## config.mk

```make
export PLATFORM = sky130hd
export DESIGN_NAME = ddm_bin2bcd
export DESIGN_NICKNAME = d
export VERILOG_FILES = /design/src/rtl/ddm_pkg.sv /design/src/rtl/ddm_bin2bcd.sv
export SDC_FILE = /design/constraint.sdc
export NUM_CORES = 2
export LEC_CHECK = 0
export BUFFER_PORTS_ARGS = -buffer_cell sky130_fd_sc_hd__buf_2
export CORE_MARGIN = 4
export CORE_UTILIZATION = 42
export CTS_BUF_LIST = sky130_fd_sc_hd__clkbuf_16
export CTS_CLUSTER_SIZE = 30
export DETAILED_ROUTE_END_ITERATION = 12
export GPL_TIMING_DRIVEN = 0
export HOLD_SLACK_MARGIN = 0.06
export SKIP_LAST_GASP = 1
export SYNTH_ARGS = -nofsm -noshare
export SYNTH_HDL_FRONTEND = slang
export SYNTH_SLANG_ARGS = --single-unit
```

## constraint.sdc

```tcl
create_clock -name clk -period 6.6 [get_ports clk]
set_input_delay 0.66 -clock clk [delete_from_list [all_inputs] [get_ports clk]]
set_output_delay 0.66 -clock clk [all_outputs]
set_load 0.05 [all_outputs]
```

## src/rtl/ddm_pkg.sv

```systemverilog
`timescale 1ns / 1ps
// ----------------------------------------------------------------------------
// ddm_pkg: shared types and constants of the decimal digit mask
// Widths, register indexes, mode codes and the shift-add-3 step used by the
// binary to BCD pipeline.
// ----------------------------------------------------------------------------
package ddm_pkg;

	localparam int VAL_W = 64;
	localparam int NUM_DIG = 20;
	localparam int DAB_STAGES = 8;
	localparam int DAB_BITS = VAL_W / DAB_STAGES;
	localparam int HOR_STEPS = 4;
	localparam int HOR_STAGES = NUM_DIG / HOR_STEPS;
	localparam int CFG_W = 5;

	// Register indexes of the configuration port.
	localparam logic [1:0] REG_MODE  = 2'd0;
	localparam logic [1:0] REG_COUNT = 2'd1;
	localparam logic [1:0] REG_DIGIT = 2'd2;

	// Mask modes.
	localparam logic [1:0] MODE_KEEP_FIRST = 2'd0;
	localparam logic [1:0] MODE_KEEP_LAST  = 2'd1;
	localparam logic [1:0] MODE_MASK_FIRST = 2'd2;
	localparam logic [1:0] MODE_MASK_LAST  = 2'd3;

	typedef logic [NUM_DIG-1:0][3:0] bcd_t;

	// Per-item data that rides along with the digits.
	typedef struct packed {
		logic             neg;
		logic [VAL_W-1:0] value;
	} ddm_meta_t;

	// One shift-add-3 step: adjust every digit, then shift in one binary bit.
	function automatic bcd_t dabble_step(input bcd_t b, input logic bin_in);
		bcd_t                   a;
		logic [NUM_DIG*4-1:0]   f;
		a = b;
		for (int i = 0; i < NUM_DIG; i++) begin
			if (a[i] >= 4'd5) a[i] = a[i] + 4'd3;
		end
		f = a;
		f = {f[NUM_DIG*4-2:0], bin_in};
		return bcd_t'(f);
	endfunction

endpackage

```

## src/rtl/ddm_bin2bcd.sv

```systemverilog
`timescale 1ns / 1ps
// ----------------------------------------------------------------------------
// ddm_bin2bcd: pipelined binary to BCD converter
// Converts a 64-bit magnitude to twenty BCD digits, eight bits per stage.
// ----------------------------------------------------------------------------
module ddm_bin2bcd import ddm_pkg::*; (
	input  logic             clk,
	input  logic             arst_n,
	input  logic             en,
	input  logic             in_vld,
	input  ddm_meta_t        in_meta,
	input  logic [VAL_W-1:0] in_mag,
	output logic             out_vld,
	output ddm_meta_t        out_meta,
	output bcd_t             out_bcd
);

	logic             vld_s  [DAB_STAGES];
	ddm_meta_t        meta_s [DAB_STAGES];
	bcd_t             bcd_s  [DAB_STAGES];
	logic [VAL_W-1:0] bin_s  [DAB_STAGES];

	genvar g;
	generate
		for (g = 0; g < DAB_STAGES; g++) begin : g_stage
			logic             src_vld;
			ddm_meta_t        src_meta;
			bcd_t             src_bcd;
			logic [VAL_W-1:0] src_bin;
			bcd_t             nxt_bcd;

			// Pick the beat coming from the previous stage.
			if (g == 0) begin : g_first
				assign src_vld  = in_vld;
				assign src_meta = in_meta;
				assign src_bcd  = '0;
				assign src_bin  = in_mag;
			end else begin : g_next
				assign src_vld  = vld_s[g-1];
				assign src_meta = meta_s[g-1];
				assign src_bcd  = bcd_s[g-1];
				assign src_bin  = bin_s[g-1];
			end

			// Shift in the next eight binary bits, most significant first.
			always_comb begin
				nxt_bcd = src_bcd;
				for (int k = 0; k < DAB_BITS; k++) begin
					nxt_bcd = dabble_step(nxt_bcd, src_bin[VAL_W-1-k]);
				end
			end

			always_ff @(posedge clk or negedge arst_n) begin
				if (!arst_n) begin
					vld_s[g] <= 1'b0;
				end else if (en) begin
					vld_s[g] <= src_vld;
				end
			end

			always_ff @(posedge clk) begin
				if (en) begin
					meta_s[g] <= src_meta;
					bcd_s[g]  <= nxt_bcd;
					bin_s[g]  <= src_bin << DAB_BITS;
				end
			end
		end
	endgenerate

	assign out_vld  = vld_s[DAB_STAGES-1];
	assign out_meta = meta_s[DAB_STAGES-1];
	assign out_bcd  = bcd_s[DAB_STAGES-1];

endmodule
```

# Word level (Yosys, flattened, before mapping)
# Memory sizes are Yosys's and may differ from the RTL's.
# Cells that the tools add are included.
# op_classes
magnitude_cmp	1148
mux	1150
n_addsub	1148
# op_table
operator	n
$ge A4 B3 Y1 const B	1141
$mux W4	1092
$add A4 B2 Y4 const B	1085
$add A3 B2 Y3 const B	56
$mux W3	56
$add A1 B2 Y3 const B	7
$ge A1 B3 Y1 const B	7
$mux W1	2
# totals
output_inout_bits	146
in_bits	133
word_cells	3457
regBits	8
mem_count	3
ramBits	1608
# memory_table
memory	words	word_bits	read_ports	rd_clocked_by_memory_dff	wr	line	source
bcd_s	8	80	8	0	8	ddm_bin2bcd.sv:20	bcd_t bcd_s [DAB_STAGES];
meta_s	8	65	8	0	8	ddm_bin2bcd.sv:19	ddm_meta_t meta_s [DAB_STAGES];
bin_s	8	56	7	0	8	ddm_bin2bcd.sv:21	logic [VAL_W-1:0] bin_s [DAB_STAGES];

# Logic depth before layout (Yosys ltp)
# An unclocked memory read counts as a cell.
# logic_depth
depth_word	17
mapped_depth	39
mapped_depth_nobuf	38

# Worst setup path before layout
# No wires, ideal clock.
# synth_path
kind	register to register
start	memory bcd_s[0][0] (netlist name)
end	memory bcd_s[0][88] (netlist name) (data pin)
setup_slack_ps	-555
required_time_ps	6338
path_stages_with_launch	34
setup_ps	262
arrival_time_ps	6892
path_cell_list	edfxtp_1 inv_1 ha_1 nand2b_1 a21oi_2 mux2i_1 o21ai_1 xnor2_1 inv_1 ha_1 maj3_1 a221o_1 mux2i_1 ha_1 inv_1 a211oi_1 a211o_1 clkbuf_1 nand2_1 o211ai_1 inv_1 ha_1 a31oi_1 o21ai_0 a22o_1 xnor2_1 ha_1 nor2_1 and3_1 o211ai_1 or2_1 a21boi_0 nor2_1 xor2_1
# synth_lines
item	line
start: declaration	ddm_bin2bcd.sv:20

==> parameters.txt <==
Parameter                              Value

Status
  Result of the run    complete, no violations

Logic synthesis
  Library cells used by synthesis    approximately 140
  Mapped Area    0.111 mm2
  Net count after synthesis    13466
  Prevailing post-synth register cell    sky130_fd_sc_hd__edfxtp_1
  Sequential-to-total area share from yosys stat    0.305
  Syn_area_per_cell    between 8 and 9 um2
  Seq cells post-synth    1126
  Async set or reset register ratio after synthesis    0.00710
  Post-Syn Instances    12773
  Yosys warnings    0
  Number of enable-type register cells in the synthesized netlist    1118

Setup path
  Number of buffer and inverter instances along the worst setup path    10
  Endpoint class of the critical path    register
  Max stage delay on crit path    0.48 ns
  Critical path's most frequent cell    sky130_fd_sc_hd__buf_4
  Worst endpoint required time    around 7 ns
  Levels on crit path    35
  Cell with the largest stage delay on the worst path    sky130_fd_sc_hd__a2111o_1
  Highest net fanout along the worst path    6
  Worst setup path class    reg -> reg
  Crit path max-delay family    compound AO/OA/AOI/OAI gates
  Arrival time at the worst endpoint    6.94 ns
  CP Launch Type    register
  Worst Reg-to-Reg Cells    35

Timing
  Min setup slack post-route    0.180 ns
  Clock skew    between 0.06 and 0.07 ns
  Max transition margin    0.210
  Count of final setup violators    0
  Achievable frequency    156 MHz
  Period minus WS final    6.42 ns
  Final hold vios    0
  Final worst hold slack    0.173 ns
  Final worst-path cycle share    0.973
  Worst Tran Pin Value    1.17 ns
  Count of final max-slew check failures    0
  Unrepaired setup endpoints after global routing    yes

Placement
  Final weighted congestion in routability-driven placement    0.820
  Total of buffers placed on input and output ports    278
  Dpl ws    -1.04 ns
  Total half-perimeter wirelength after legalization and detailed placement    155000 um

Drt
  DRT antenna net count    0
  Via count    99136
  Average wire per standard cell    13.2 um
  Number of detailed-routing iterations run before antenna repair    6
  DRC violations left    0
  Vias per inst    5.59
  Total Wirelength    234000 um
  Violation count after the first detailed-routing iteration    5636

GRT
  Maximum number of pins on one net before global-route repair    171
  Global-route wire length before repair    382000 um
  Initial antenna violation count    17
  GRT Total Usage    0.153
  Total congestion overflow    0
  Via count of the first global-routing pass    86178

Clocking
  TritonCTS clock tree    yes
  Number of sinks driven by the clock tree    roughly 1100
  Latest clock arrival within the worst-skew pair    0.79 ns
  Root buf cell    sky130_fd_sc_hd__clkbuf_16
  Maximum root-to-sink buffer count    4
  Clock buffer count from CTS    147
  Clock-pin slew on the worst setup and hold paths    0.05 ns
  CTS H-Tree Depth    4

Cells and area
  Fraction of layout instances using a drive strength above 1    0.264
  Layout overhead on the synthesized area    24.3%
  Total of fill cells in the finished design    approximately 24000
  Area taken by multi-input logic gates    approximately 0.08 mm2
  Fin nets    14812
  Total area of sequential cells    ~0.034 mm2

Die
  Total number of placement rows    188
  Ports    279
  Die boundary width    around 520 um
  Core area    approximately 0.26 mm2
  Area of the die    0.272 mm2
  Height of the die    roughly 520 um
  Initial core utilization    0.422

Worst hold path
  Type of the worst min-delay path    in -> reg
  Depth of the worst hold-timing path    2

Run
  MaxCap Viol Count    0
cells by family (layout without fill, tap and decap cells):
| logic type | after synthesis | count (layout) | share of synthesized area |
|---|---|---|---|
| adders and majority gates | 596 | 596 | 0.0666 |
| xor gates and xnor gates | 574 | 574 | 0.0523 |
| DFF | 1126 | 1126 | 0.305 |
| buffers and inverters | 1236 | 2685 | 0.0458 |
| muxes | 619 | 619 | 0.0599 |
| and+or+nand+nor | 3866 | 3866 | 0.173 |
| AOI/OAI and AO/OA | 4756 | 4757 | 0.297 |
| other | 0 | 9 | 0 |
cells in the mapped netlist (all sizes together), types with 141 or more instances:
cell    number  area share
and2       170      0.0096
a21oi     1083       0.052
nor3       339       0.016
nand2      949       0.032
buf        160      0.0092
inv        839       0.028
mux2i      359       0.033
nand2b     250       0.014
edfxtp    1118        0.30
ha         560       0.063
or2        148      0.0084
a21o       201       0.014
o211ai     235       0.016
xor2       141       0.012
xnor2      427       0.039
o21ai     1012       0.047
clkbuf     232      0.0079
o21a       182       0.012
a211oi     250       0.018
a31oi      229       0.014
nand3      333       0.015
mux2       260       0.027
nor2       957       0.033
per-stage QoR:
| step | cells | area, um2 | util | TNS [ns] |
|---|---|---|---|---|
| 4_1_cts | 17130 | 126000 | 0.481 | -0.102 |
| 3_5_place_dp | 16573 | 117000 | 0.445 | -102.59 |
| 5_1_grt | 17745 | 137000 | 0.524 | -8.32 |
| 6_report | 17747 | 137000 | 0.524 | 0 |
| 2_1_floorplan | 12773 | 111000 | - | -0.0795 |
| 3_3_place_gp | 16566 | 116000 | 0.444 | - |
routing by layer:
layer,routed length (um),global-route usage,up-vias,part of all wire
li1,-,-,51479,-
met1,113000,0.210,46223,0.48
met2,109000,0.254,1171,0.47
met3,9000,0.0259,247,0.038
met4,3560,0.0310,16,0.015
met5,102,0,-,0.00044
worst paths after layout:
| check | from | to | slack, ns |
|---|---|---|---|
| max | bcd_s[0][172]$_DFFE_PP_ | bcd_s[0][258]$_DFFE_PP_ | 0.18 |
| min | in_mag[57] | bcd_s[0][1]$_DFFE_PP_ | 0.17 |
| max reg2reg | bcd_s[0][172]$_DFFE_PP_ | bcd_s[0][258]$_DFFE_PP_ | 0.18 |
| min reg2reg | meta_s[0][67]$_DFFE_PP_ | meta_s[0][132]$_DFFE_PP_ | 0.39 |
| max in group asynchronous | arst_n | g_stage[4].src_vld$_DFFE_PN0P_ | 6.20 |
| min in group asynchronous | arst_n | out_vld$_DFFE_PN0P_ | 0.23 |
placed cells by master, fill, tap and decap left out, types with 181 or more instances in the layout:
master / synthesis / layout
sky130_fd_sc_hd__ha_1: 560 / 420
sky130_fd_sc_hd__inv_1: 753 / 673
sky130_fd_sc_hd__xnor2_1: 353 / 222
sky130_fd_sc_hd__inv_2: 86 / 181
sky130_fd_sc_hd__buf_4: 88 / 914
sky130_fd_sc_hd__o21ai_0: 762 / 662
sky130_fd_sc_hd__mux2i_1: 343 / 287
sky130_fd_sc_hd__buf_2: 61 / 322
sky130_fd_sc_hd__o211ai_1: 226 / 226
sky130_fd_sc_hd__mux2_2: 252 / 224
sky130_fd_sc_hd__nand2_1: 947 / 919
sky130_fd_sc_hd__a21oi_1: 1001 / 837
sky130_fd_sc_hd__a21o_1: 201 / 200
sky130_fd_sc_hd__edfxtp_1: 1118 / 1118
sky130_fd_sc_hd__nand3_1: 333 / 326
sky130_fd_sc_hd__o21ai_1: 229 / 262
sky130_fd_sc_hd__nand2b_1: 250 / 226
sky130_fd_sc_hd__nor3_1: 329 / 290
sky130_fd_sc_hd__nor2_1: 951 / 892
worst reg2reg max path, delay by kind of cell, from the launching register on:
kind	cells	cell delay, ns
xor gates and xnor gates	1	0.20
AOI/OAI and AO/OA	11	2.26
DFF	1	0.45
adders and majority gates	4	0.87
buffers and inverters	10	0.91
and+or+nand+nor	7	0.82
muxes	2	0.65
repair_timing:
action                     4_1_cts  5_1_grt
hold endpoints to repair       131        0
cloned                           0        1
setup buffers                  189      633
hold buffers                   124        0
pin swaps                      122      494
gates resized for setup        409     1535
setup endpoints to repair      291      323
state kept, by name, indices dropped and copies added, names as in the netlist:
signal,cells
bcd_s,374
g_stage.src_vld,7
bin_s,224
meta_s,520
out_vld,1
final cells by class:
type | count | share of cell area
Clock buffer | 148 | 0.0269
Antenna cell | 9 | 0.000164
Tap cell | 3515 | 0.0320
Sequential cell | 1126 | 0.246
Clock inverter | 105 | 0.00807
Inverter | 844 | 0.0232
Timing Repair Buffer | 1231 | 0.0659
Multi-Input combinational cell | 10412 | 0.584
Buffer | 357 | 0.0142
Power is not shown: default switching activity piles up to over one toggle a cycle in this logic, so the estimate is an artifact.
